===== src/rtl/core/caseless_find_replace_stream_core_defines.svh =====
// Assertion macros shared by the caseless find-and-replace stream core.
`ifndef CASELESS_FIND_REPLACE_STREAM_CORE_DEFINES_SVH
`define CASELESS_FIND_REPLACE_STREAM_CORE_DEFINES_SVH

`ifndef SYNTH
// Check cond at every edge outside reset.
`define CFRS_ASSERT_ALWAYS(label, clk, rst, cond, msg) \
   label: assert property (@(posedge clk) disable iff (rst) (cond)) else $error(msg);
// Check that ante implies cons in the same cycle.
`define CFRS_ASSERT_IMPLY(label, clk, rst, ante, cons, msg) \
   label: assert property (@(posedge clk) disable iff (rst) (ante) |-> (cons)) else $error(msg);
// Check that ante implies cons in the next cycle.
`define CFRS_ASSERT_NEXT(label, clk, rst, ante, cons, msg) \
   label: assert property (@(posedge clk) disable iff (rst) (ante) |=> (cons)) else $error(msg);
`else
`define CFRS_ASSERT_ALWAYS(label, clk, rst, cond, msg)
`define CFRS_ASSERT_IMPLY(label, clk, rst, ante, cons, msg)
`define CFRS_ASSERT_NEXT(label, clk, rst, ante, cons, msg)
`endif

`endif


===== src/rtl/core/cfrs_pkg.sv =====
// Types and constants shared by the caseless find-and-replace stream core.
package cfrs_pkg;

   // Window and command byte capacity
   localparam int CmdBytes = 16;
   localparam logic [4:0] SwapMax = 5'd16;

   // Command queue geometry
   localparam int QDepth = 4;
   localparam int QPtrW  = 2;
   localparam int QCntW  = 3;

   // Register indexes on the configuration port
   localparam logic [2:0] CsrMatchLo  = 3'd0;
   localparam logic [2:0] CsrMatchHi  = 3'd1;
   localparam logic [2:0] CsrMatchLen = 3'd2;
   localparam logic [2:0] CsrSwapLo   = 3'd3;
   localparam logic [2:0] CsrSwapHi   = 3'd4;
   localparam logic [2:0] CsrSwapLen  = 3'd5;

   // Configuration as seen by the front and back parts
   typedef struct packed {
      logic [63:0] match_lo;
      logic [63:0] match_hi;
      logic [4:0]  match_len;
      logic [63:0] swap_lo;
      logic [63:0] swap_hi;
      logic [4:0]  swap_len;
   } cfg_type;

   // One emit command: either the replacement or a run of window bytes
   typedef struct packed {
      logic                          use_swap;
      logic [CmdBytes-1:0][7:0]      bytes;
      logic [4:0]                    count;
      logic                          is_last;
      logic                          any;
   } cmd_type;

   // Queue status toward the front and back
   typedef struct packed {
      logic not_empty;
      logic full;
   } q_status_type;

endpackage


===== src/rtl/core/cfrs_front.sv =====
// Front part: window, caseless compare and emit-command builder.
module cfrs_front #(
   parameter int MAX_PATTERN = 16
) (
   input  logic              clock,
   input  logic              reset,
   input  cfrs_pkg::cfg_type cfg,
   input  logic              len_write,
   input  logic              accept,
   input  logic [7:0]        byte_in,
   input  logic              last_in,
   output logic              push,
   output cfrs_pkg::cmd_type cmd
);

   localparam int PatCap = (MAX_PATTERN < cfrs_pkg::CmdBytes) ? MAX_PATTERN
                                                               : cfrs_pkg::CmdBytes;
   localparam int FillW = $clog2(PatCap + 1);
   localparam logic [4:0] PatCapLen = 5'(PatCap);
   localparam logic [7:0] UpperA    = 8'h41;
   localparam logic [7:0] UpperZ    = 8'h5a;
   localparam logic [7:0] CaseDelta = 8'h20;

   function automatic logic [7:0] fold_case(input logic [7:0] c);
      return ((c >= UpperA) && (c <= UpperZ)) ? (c + CaseDelta) : c;
   endfunction

   logic [cfrs_pkg::CmdBytes-1:0][7:0] win_ff, win_in;
   logic [FillW-1:0]                   fill_ff, fill_in;
   logic                               replaced_ff, replaced_in;

   logic [cfrs_pkg::CmdBytes-1:0][7:0] pat_bytes;
   logic [cfrs_pkg::CmdBytes-1:0][7:0] wnew;
   logic [cfrs_pkg::CmdBytes-1:0]      eq;
   logic [4:0]                         len;
   logic [4:0]                         swap_len;
   logic [4:0]                         fill_ext;
   logic                               full;
   logic                               hit;

   assign pat_bytes = {cfg.match_hi, cfg.match_lo};
   assign len       = (cfg.match_len > PatCapLen) ? PatCapLen : cfg.match_len;
   assign swap_len  = (cfg.swap_len > cfrs_pkg::SwapMax) ? cfrs_pkg::SwapMax : cfg.swap_len;
   assign fill_ext  = 5'(fill_ff);
   assign full      = ((fill_ext + 5'd1) == len);

   // Place the new byte and compare the window against the pattern
   always_comb begin
      for (int k = 0; k < cfrs_pkg::CmdBytes; k++) begin
         wnew[k] = (int'(fill_ff) == k) ? byte_in : win_ff[k];
         eq[k]   = (k >= int'(len)) || (fold_case(wnew[k]) == fold_case(pat_bytes[k]));
      end
   end
   assign hit = &eq;

   // Build the emit command and the next window state
   always_comb begin
      win_in       = win_ff;
      fill_in      = fill_ff;
      replaced_in  = replaced_ff;
      cmd.use_swap = 1'b0;
      cmd.bytes    = wnew;
      cmd.count    = 5'd0;
      cmd.is_last  = last_in;
      cmd.any      = 1'b0;
      push         = 1'b0;
      if (accept) begin
         priority if (len == 5'd0) begin
            cmd.bytes[0] = byte_in;
            cmd.count    = 5'd1;
            fill_in      = '0;
         end else if (full && hit) begin
            cmd.use_swap = 1'b1;
            cmd.count    = swap_len;
            replaced_in  = 1'b1;
            fill_in      = '0;
         end else if (full) begin
            // emit the oldest byte, or the whole window at end of text
            cmd.count = last_in ? len : 5'd1;
            for (int k = 0; k < cfrs_pkg::CmdBytes - 1; k++) begin
               win_in[k] = wnew[k + 1];
            end
            win_in[cfrs_pkg::CmdBytes-1] = wnew[cfrs_pkg::CmdBytes-1];
            fill_in = FillW'(len - 5'd1);
         end else begin
            win_in    = wnew;
            fill_in   = fill_ff + 1'b1;
            cmd.count = last_in ? (fill_ext + 5'd1) : 5'd0;
         end
         cmd.any = last_in && (replaced_ff || ((len != 5'd0) && full && hit));
         if (last_in) begin
            fill_in     = '0;
            replaced_in = 1'b0;
         end
         push = (cmd.count != 5'd0) || last_in;
      end
      if (len_write) begin
         fill_in = '0;
      end
   end

   // Hold fill level and replace flag
   always_ff @(posedge clock) begin
      if (reset) begin
         fill_ff     <= '0;
         replaced_ff <= 1'b0;
      end else begin
         fill_ff     <= fill_in;
         replaced_ff <= replaced_in;
      end
   end

   // Window bytes carry no reset
   always_ff @(posedge clock) begin
      win_ff <= win_in;
   end

endmodule


===== src/rtl/core/cfrs_queue.sv =====
// Short command queue between the front and back parts.
module cfrs_queue (
   input  logic                   clock,
   input  logic                   reset,
   input  logic                   push,
   input  cfrs_pkg::cmd_type      push_cmd,
   input  logic                   pop,
   output cfrs_pkg::cmd_type      head,
   output cfrs_pkg::q_status_type status
);

   cfrs_pkg::cmd_type             entry_ff [cfrs_pkg::QDepth];
   logic [cfrs_pkg::QPtrW-1:0]    wr_ptr_ff, wr_ptr_in;
   logic [cfrs_pkg::QPtrW-1:0]    rd_ptr_ff, rd_ptr_in;
   logic [cfrs_pkg::QCntW-1:0]    cnt_ff, cnt_in;

   assign head             = entry_ff[rd_ptr_ff];
   assign status.not_empty = (cnt_ff != '0);
   assign status.full      = (cnt_ff == cfrs_pkg::QCntW'(cfrs_pkg::QDepth));

   // Advance pointers and occupancy
   always_comb begin
      wr_ptr_in = push ? (wr_ptr_ff + 1'b1) : wr_ptr_ff;
      rd_ptr_in = pop ? (rd_ptr_ff + 1'b1) : rd_ptr_ff;
      unique case ({push, pop})
         2'b10:   cnt_in = cnt_ff + 1'b1;
         2'b01:   cnt_in = cnt_ff - 1'b1;
         default: cnt_in = cnt_ff;
      endcase
   end

   always_ff @(posedge clock) begin
      if (reset) begin
         wr_ptr_ff <= '0;
         rd_ptr_ff <= '0;
         cnt_ff    <= '0;
      end else begin
         wr_ptr_ff <= wr_ptr_in;
         rd_ptr_ff <= rd_ptr_in;
         cnt_ff    <= cnt_in;
      end
   end

   // Store the pushed command
   always_ff @(posedge clock) begin
      if (push) begin
         entry_ff[wr_ptr_ff] <= push_cmd;
      end
   end

endmodule


===== src/rtl/core/cfrs_back.sv =====
// Back part: expands queued commands into output items, one byte a cycle while rsp_stall is low.
module cfrs_back (
   input  logic                   clock,
   input  logic                   reset,
   input  cfrs_pkg::cfg_type      cfg,
   input  cfrs_pkg::cmd_type      head,
   input  cfrs_pkg::q_status_type q_status,
   output logic                   pop,
   output logic                   rsp_valid,
   input  logic                   rsp_stall,
   output logic [7:0]             rsp_byte_out,
   output logic                   rsp_byte_present,
   output logic                   rsp_final_result,
   output logic                   rsp_any_replaced
);

   logic [3:0]                         idx_ff, idx_in;
   logic                               valid_ff, valid_in;
   logic [7:0]                         byte_ff;
   logic                               present_ff;
   logic                               final_ff;
   logic                               any_ff;

   logic [cfrs_pkg::CmdBytes-1:0][7:0] swap_bytes;
   logic                               slot_free;
   logic                               take;
   logic                               at_end;
   logic                               present;
   logic [7:0]                         cur_byte;

   assign swap_bytes = {cfg.swap_hi, cfg.swap_lo};
   assign slot_free  = !valid_ff || !rsp_stall;
   assign take       = q_status.not_empty && slot_free;
   assign present    = (head.count != 5'd0);
   assign at_end     = !present || ((5'(idx_ff) + 5'd1) == head.count);
   assign pop        = take && at_end;

   // Select the byte at the current position of the head command
   always_comb begin
      if (!present) begin
         cur_byte = 8'd0;
      end else if (head.use_swap) begin
         cur_byte = swap_bytes[idx_ff];
      end else begin
         cur_byte = head.bytes[idx_ff];
      end
   end

   // Step through the command; wrap on its last byte
   always_comb begin
      idx_in   = idx_ff;
      valid_in = valid_ff && rsp_stall;
      if (take) begin
         idx_in   = at_end ? 4'd0 : (idx_ff + 4'd1);
         valid_in = 1'b1;
      end
   end

   always_ff @(posedge clock) begin
      if (reset) begin
         idx_ff   <= 4'd0;
         valid_ff <= 1'b0;
      end else begin
         idx_ff   <= idx_in;
         valid_ff <= valid_in;
      end
   end

   // Load the output register when it is free
   always_ff @(posedge clock) begin
      if (take) begin
         byte_ff    <= cur_byte;
         present_ff <= present;
         final_ff   <= head.is_last && at_end;
         any_ff     <= head.any && at_end;
      end
   end

   assign rsp_valid        = valid_ff;
   assign rsp_byte_out     = byte_ff;
   assign rsp_byte_present = present_ff;
   assign rsp_final_result = final_ff;
   assign rsp_any_replaced = any_ff;

endmodule


===== src/rtl/core/caseless_find_replace_stream_core.sv =====
// Top level of the caseless find-and-replace stream core.
//
//   channel | direction | handshake            | payload
//   req     | in        | req_valid/req_stall  | req_byte_in, req_end_of_text
//   rsp     | out       | rsp_valid/rsp_stall  | rsp_byte_out, rsp_byte_present,
//           |           |                      | rsp_final_result, rsp_any_replaced
//   csr     | in        | csr_valid/csr_ready  | csr_index, csr_wdata
//
// One input byte is taken per cycle while req_stall is low; the front compares the window in the same cycle.
// The back emits one output byte per cycle while rsp_stall is low, so a replacement or an
// end-of-text flush of n bytes keeps the back busy until all n bytes are out; a four-entry
// command queue absorbs this and req_stall rises only while that queue is full.
// Reset is synchronous and clears configuration, fill level, replace flag, queue and output valid.
// csr_ready is always high; a match length write empties the window.
`include "caseless_find_replace_stream_core_defines.svh"

module caseless_find_replace_stream_core #(
   parameter int MAX_PATTERN = 16
) (
   input  logic        clock,
   input  logic        reset,
   input  logic        req_valid,
   output logic        req_stall,
   input  logic [7:0]  req_byte_in,
   input  logic        req_end_of_text,
   output logic        rsp_valid,
   input  logic        rsp_stall,
   output logic [7:0]  rsp_byte_out,
   output logic        rsp_byte_present,
   output logic        rsp_final_result,
   output logic        rsp_any_replaced,
   input  logic        csr_valid,
   output logic        csr_ready,
   input  logic [2:0]  csr_index,
   input  logic [63:0] csr_wdata
);

   cfrs_pkg::cfg_type      cfg_ff, cfg_in;
   cfrs_pkg::cmd_type      push_cmd;
   cfrs_pkg::cmd_type      head;
   cfrs_pkg::q_status_type q_status;
   logic                   csr_write;
   logic                   len_write;
   logic                   accept;
   logic                   push;
   logic                   pop;

   assign csr_ready = 1'b1;
   assign csr_write = csr_valid && csr_ready;
   assign len_write = csr_write && (csr_index == cfrs_pkg::CsrMatchLen);
   assign req_stall = q_status.full;
   assign accept    = req_valid && !req_stall;

   // Decode configuration writes
   always_comb begin
      cfg_in = cfg_ff;
      if (csr_write) begin
         unique case (csr_index)
            cfrs_pkg::CsrMatchLo:  cfg_in.match_lo  = csr_wdata;
            cfrs_pkg::CsrMatchHi:  cfg_in.match_hi  = csr_wdata;
            cfrs_pkg::CsrMatchLen: cfg_in.match_len = csr_wdata[4:0];
            cfrs_pkg::CsrSwapLo:   cfg_in.swap_lo   = csr_wdata;
            cfrs_pkg::CsrSwapHi:   cfg_in.swap_hi   = csr_wdata;
            cfrs_pkg::CsrSwapLen:  cfg_in.swap_len  = csr_wdata[4:0];
            default:               cfg_in           = cfg_ff;
         endcase
      end
   end

   always_ff @(posedge clock) begin
      if (reset) begin
         cfg_ff <= '0;
      end else begin
         cfg_ff <= cfg_in;
      end
   end

   cfrs_front #(
      .MAX_PATTERN (MAX_PATTERN)
   ) u_front (
      .clock     (clock),
      .reset     (reset),
      .cfg       (cfg_ff),
      .len_write (len_write),
      .accept    (accept),
      .byte_in   (req_byte_in),
      .last_in   (req_end_of_text),
      .push      (push),
      .cmd       (push_cmd)
   );

   cfrs_queue u_queue (
      .clock    (clock),
      .reset    (reset),
      .push     (push),
      .push_cmd (push_cmd),
      .pop      (pop),
      .head     (head),
      .status   (q_status)
   );

   cfrs_back u_back (
      .clock            (clock),
      .reset            (reset),
      .cfg              (cfg_ff),
      .head             (head),
      .q_status         (q_status),
      .pop              (pop),
      .rsp_valid        (rsp_valid),
      .rsp_stall        (rsp_stall),
      .rsp_byte_out     (rsp_byte_out),
      .rsp_byte_present (rsp_byte_present),
      .rsp_final_result (rsp_final_result),
      .rsp_any_replaced (rsp_any_replaced)
   );

   // Empty item only as the end-of-stream marker
   `CFRS_ASSERT_IMPLY(a_empty_is_final, clock, reset, rsp_valid && !rsp_byte_present, rsp_final_result, "empty item without final mark")
   // Replace report only on the final item
   `CFRS_ASSERT_IMPLY(a_any_on_final, clock, reset, rsp_valid && rsp_any_replaced, rsp_final_result, "replace report on non-final item")
   // Empty item carries a zero byte
   `CFRS_ASSERT_IMPLY(a_empty_zero, clock, reset, rsp_valid && !rsp_byte_present, rsp_byte_out == 8'd0, "empty item with nonzero byte")
   // Queue never pops while empty
   `CFRS_ASSERT_IMPLY(a_pop_nonempty, clock, reset, pop, q_status.not_empty, "queue pop while empty")
   // A push into a full queue cannot happen
   `CFRS_ASSERT_IMPLY(a_push_room, clock, reset, push, !q_status.full, "queue push while full")

endmodule


===== config.mk =====
export PLATFORM = sky130hd
export DESIGN_NAME = caseless_find_replace_stream_core
export DESIGN_NICKNAME = d
export VERILOG_FILES = /design/src/rtl/core/cfrs_pkg.sv /design/src/rtl/core/cfrs_front.sv /design/src/rtl/core/cfrs_queue.sv /design/src/rtl/core/cfrs_back.sv /design/src/rtl/core/caseless_find_replace_stream_core.sv
export VERILOG_INCLUDE_DIRS = /design/src /design/src/rtl/core
export SDC_FILE = /design/constraint.sdc
export NUM_CORES = 2
export LEC_CHECK = 0
export BUFFER_PORTS_ARGS = -buffer_cell sky130_fd_sc_hd__buf_2
export CORE_ASPECT_RATIO = 0.9
export CORE_MARGIN = 5
export CORE_UTILIZATION = 50
export DETAILED_ROUTE_END_ITERATION = 8
export PLACE_DENSITY_LB_ADDON = 0.15
export REMOVE_ABC_BUFFERS = 1
export SKIP_LAST_GASP = 1
export SYNTH_ARGS = -nofsm -noshare
export SYNTH_HDL_FRONTEND = slang
export SYNTH_HIERARCHICAL = 1
export SYNTH_SLANG_ARGS = --single-unit

===== constraint.sdc =====
create_clock -name clock -period 21.2 [get_ports clock]
set_clock_uncertainty 0.1 [all_clocks]
set_input_delay 5.3 -clock clock [delete_from_list [all_inputs] [get_ports clock]]
set_output_delay 5.3 -clock clock [all_outputs]
set_load 0.03 [all_outputs]

### Word level (Yosys, flattened, before mapping)

Memory sizes are Yosys's and may differ from the RTL's. A register that Yosys moved wholly into a read port is not among the register bits.
Cells that the tools add are included.

* equality and inequality tests: 42
* magnitude comparators: 83
* bitwise logic cells: 2
* add/sub/neg operators: 40
* reduce and logical (&&, ||, !) cells: 86
* muxes and demuxes: 83

Operators with widths (count)
* $mux W8: 52
* $add A8 B6 Y8 const B: 32
* $ge A8 B7 Y1 const B: 32
* $le A8 B7 Y1 const B: 32
* $eq A8 B8 Y1: 16
* $mux W120: 1
* $bmux W8 S4: 2
* $mux W5: 12
* $logic_and A1 B1 Y1: 43
* $eq A5 B5 Y1 const B: 8
* $ge A4 B5 Y1 const A: 8
* $eq A5 B4 Y1 const B: 4
* $ge A3 B5 Y1 const A: 4
* $logic_or A1 B1 Y1: 20
* $reduce_and A16 Y1: 1
* $reduce_bool A5 Y1: 3
* $mux W13: 1
* $reduce_and A2 Y1: 6
* $mux W1: 11
* $eq A5 B3 Y1 const B: 2
* $eq A5 B5 Y1: 2
* $ge A1 B5 Y1 const A: 2
* $ge A2 B5 Y1 const A: 2
* $gt A5 B5 Y1 const B: 2
* other kinds (26): 38

* RAM bits: 544
* input bits: 81
* output and inout bits: 14
* logic and storage cells: 370
* memories kept: 1
* register bits after elaboration: 423

Memories
* u_queue.entry_ff: words 4, width 136, rd ports 1, clocked after memory_dff 1, write ports 1, line cfrs_queue.sv:12 `cfrs_pkg::cmd_type entry_ff [cfrs_pkg::QDepth];`

### Depth between registers and ports, before layout

* depth in word-level cells: 17
* depth in mapped cells: 23

### Cells and area by module

Netlist, hierarchy kept.

By module, submodules not included
* cfrs_queue: times used 1, cells an instance 753, sequential area each 16515.8 um^2, area each 20012.9 um^2
* cfrs_front: times used 1, cells an instance 1499, sequential area each 3963.8 um^2, area each 12570.8 um^2
* caseless_find_replace_stream_core: times used 1, cells an instance 943, sequential area each 5325.1 um^2, area each 10498.8 um^2
* cfrs_back: times used 1, cells an instance 192, sequential area each 430.4 um^2, area each 2770.2 um^2

### Least setup slack after synthesis

No wires, ideal clock.

* kind: input port to flip-flop
* start: input port req_byte_in[5]
* end: register u_front/win_ff[0] (netlist bit) (enable)
* setup slack: 7.517 ns
* setup time: 0.618 ns
* arrival time: 12.965 ns
* buffers on the path: 2
* data required time: 20.482 ns
* stages on the path: 14
* path through: clkbuf_1 -> mux2i_1 -> inv_1 -> ha_1 -> or4_1 -> o221ai_1 -> xor2_1 -> a41oi_1 -> a21oi_1 -> nand4_1 -> nand4bb_1 -> nor4b_4 -> buf_6 -> nor2_1

RTL lines
* start: declaration: line caseless_find_replace_stream_core.sv:24 `input logic [7:0] req_byte_in,`
* end signal: assignment: line cfrs_front.sv:115 `win_ff <= win_in;`
* end: declaration: line cfrs_front.sv:28 `logic [cfrs_pkg::CmdBytes-1:0][7:0] win_ff, win_in;`

==> impl_results.md <==
- Status: finished clean
- IO Pins: 95
- Critical R2R Capture: u_queue/entry_ff[3][69]
- Cts repair resizes: 0
- Port bufs: a little over 90
- First drt pass iteration count: 6
- Core Region: just over 90000 sq um
- Met2 Track Usage GR: 39.4%
- Placed Cells: 4545
- Post-synthesis sequential area ratio: 57.2%
- Clk slew on worst S/H paths: 60 ps
- Layout cells sized above 1: around 16%
- Max Cap Viol: 0
- Peak supply drop: 0.0000789 V
- Pwr Total: 0.00477 W
- Area grow syn2layout: 10.6%
- Hold Buf Count CTS: 0
- CTS root buf: clkbuf_16
- Initial antenna violation count: 8
- Register bit total from synthesis: a little under 1k
- Detail Route Antenna Nets: 0
- LEAKAGE: about 18 nW
- CP Max Fanout: 68
- Via count of the first global-routing pass: 28.3k
- Cell depth of the worst flop-to-flop path: 17
- Syn Area/Cell: around 14 sq um
- Dpl ws: roughly 9500 ps
- Hold path depth: 2
- Multi-input gate area: around 18000 sq um
- Synth area leader: edfxtp_1
- Rel. slew slack: under 10%
- Ranking of synthesized cells by area: edfxtp_1 45%, dfxtp_1 12%, mux4_2 9.4%, mux2i_1 8.6%, nand2b_1 4.6%
- Post-CTS setup buffers: 0
- First-pass GRT wire length: between 150000 and 200000 um
- Worst path cell trace: buf_2 > mux2i_1 > inv_1 > ha_1 > or4_1 > o221ai_1 > xor2_1 > a41oi_1 > a21oi_1 > nand4_1 > nand4bb_1 > nor4b_4 > buf_4 > a21oi_1 > and2_4 > buf_4 > buf_4
- Vias: 29.2k
- Primary FF master, synth: edfxtp_1
- Crit path max-delay cell type: buf_4
- Die area: between 90000 and 100000 sq um
- Initial drt markers: between 3k and 4k
- Non-Filler Instances: 4732
- HPWL after detailed placement: roughly 90000 um
- Critical path type: input pin to flip-flop
- Aggregate global routing overflow: 0
- Worst path max stage delay: 840 ps
- Floorplan row count: approximately 110
- FF-to-FF Start: u_front/fill_ext[3]
- Final setup margin: 10210 ps
- Minimum clock period: 10990 ps
- Top cell by count, worst path: buf_4
- M3 GR Usage: around 4.6%
- Sum Neg Setup Slack: 0 ps
- Worst path required time: 21390 ps
- CTS tree: done
- Clk buf depth: 3
- Post-route DRC: 0
- NumNets Final: 3536
- Clock Sinks: ~970
- R2R Setup Slk: 13490 ps
- Max Fclk: ~91 MHz
- Post-synth ARST share: 0%
- H-Tree Depth: 3
- Dpl cell area: between 40000 and 50000 sq um
- Min-Delay Startpoint: cfg_ff[110]
- Vias/cell: slightly above 6
- Reg area: 26300 sq um
- Dominant delay contributor by cell family on the critical path: buffers and inverters
- Final wirelength: 132000 um
- Netlist Area Pre-Place: 45900 sq um
- Startpoint types: input pin
- Detailed-route wire length per cell: 27.8 um
- Leading cell type in the layout, fill and taps excluded: edfxtp_1
- Final period utilization: approximately half
- Slew Limit Fails: 0
- Area share of the largest cell type after synthesis: roughly 45%
- CTS buffer count: 100
- Die H: roughly 300 um
- Pwr dens: approximately 94 nW/um^2
- Top Usage Layer GRT: met1
- # fillers: between 7k and 8k
- Mapped Cells: around 3.4k
- GRT Total Usage: 26.5%
- Crit path DAT: ~11000 ps
- RSZ-0062 raised after global routing: false
- Worst-Margin Slew: 1420 ps
- Count of final setup violators: 0
- Worst setup EP type: flip-flop
- Worst Hold Class: flip-flop to flip-flop
- Initial Utilization: about half
- CP Buf/Inv Count: 5
- Met1 GRT Util: between 40 and 50%
- Distinct cells, synth: between 80 and 90
- Die X: 329 um
- Post-synth EDFFs: 683
- Yosys warns: 6
- GP Congestion: a little under 1
- Post-route design area: 50700 sq um
- Hold EP: cfg_ff[110]
- Fin. Hold Viols: 0
- Largest net degree at the start of global routing: 173
- Clock Latency Late Sink: 680 ps
- Commonest cells after routing, fill and taps aside: 683 x edfxtp_1, 394 x mux2i_1, 337 x nand2b_1
## worst max path at each step
stage                              startpoint                      end  slack, ps  depth (start not counted)
final                          req_byte_in[5]  u_queue/entry_ff[3][69]      10210                         17
after floorplan           u_front/fill_ext[0]   u_queue/entry_ff[0][0]       6400                         13
after global routing           req_byte_in[4]  u_queue/entry_ff[3][69]       9910                         14
after detailed placement       req_byte_in[5]  u_queue/entry_ff[3][53]       9530                         17
after global placement         req_byte_in[0]  u_queue/entry_ff[3][68]       9680                         14
after CTS                      req_byte_in[5]  u_queue/entry_ff[3][69]      10260                         17
## Yosys cell counts (23+ instances only)
cell and number:
xor2_1 52, clkbuf_1 106, buf_2 61, xnor2_1 93
edfxtp_1 683, nand2b_1 337, nor3_1 45, nor2_1 183
o21ai_0 39, nand3_1 31, ha_1 37, inv_1 152
a31oi_1 23, mux2_2 25, nand2_1 84, mux4_2 191
dfxtp_1 286, mux2i_1 394, a21oi_1 188
## sequential cells by signal (all words and copies together) (netlist names), 2 cells and up, named ones only
signal               cells
cfg_ff                 266
u_queue/cnt_ff           3
u_front/fill_ext         5
u_queue/wr_ptr_ff        2
u_back/idx_ff            4
u_queue/rd_ptr_ff        2
u_queue/entry_ff       544
u_front/win_ff         128
u_back/rsp_byte_out      8
## stage by stage
step	utilization, %	hold WS (ps)
after global routing	55.7	390
after detailed placement	52.0	364
after floorplan	-	348
after CTS	55.7	377
after global placement	52.0	358
final	55.7	375
## tightest hold or removal path, stage by stage (launching register included)
cell	delay (ps)
dfxtp_1	300
nand2b_1	60
mux2i_1	60
## final cells by class
type | instances | share of cell area [%]
repair buffers | 136 | 1.62
well taps | 1230 | 3.03
clock inverters | 58 | 1.45
inverters | 152 | 1.12
multi-input cells | 2058 | 35.7
diodes | 2 | 0.00987
flip-flops and latches | 969 | 51.7
clock buffers | 127 | 5.26
## where the power goes
| group | leakage [nW] | switching, W | internal [W] |
|---|---|---|---|
| clock | 1.66 | 0.000750 | 0.00108 |
| sequential | 8.44 | 0.0000685 | 0.00215 |
| combinational | 8.08 | 0.000432 | 0.000287 |
| total | 18.2 | 0.00125 | 0.00352 |
## layer usage
layer | wire length, um | vias up
li1 | - | 12800
met4 | 3440 | 0
met1 | 58400 | 14800
met5 | 0 | -
met3 | 11400 | 207
met2 | 58400 | 1373
## kinds of logic (layout without fill, tap and decap cells)
group | after synthesis | count (layout) | synth area share (%)
other | 1 | 3 | 0.00818
multiplexers | 620 | 620 | 19.1
flip-flops | 969 | 969 | 57.2
AO/OA/AOI/OAI | 421 | 421 | 5.97
XOR/XNOR | 148 | 148 | 2.92
AND/OR/NAND/NOR | 830 | 830 | 10.1
buffers and inverters | 360 | 473 | 3.56
adder cells (fa/ha/maj) | 38 | 38 | 1.05
Power figures use the tool's default switching activity.
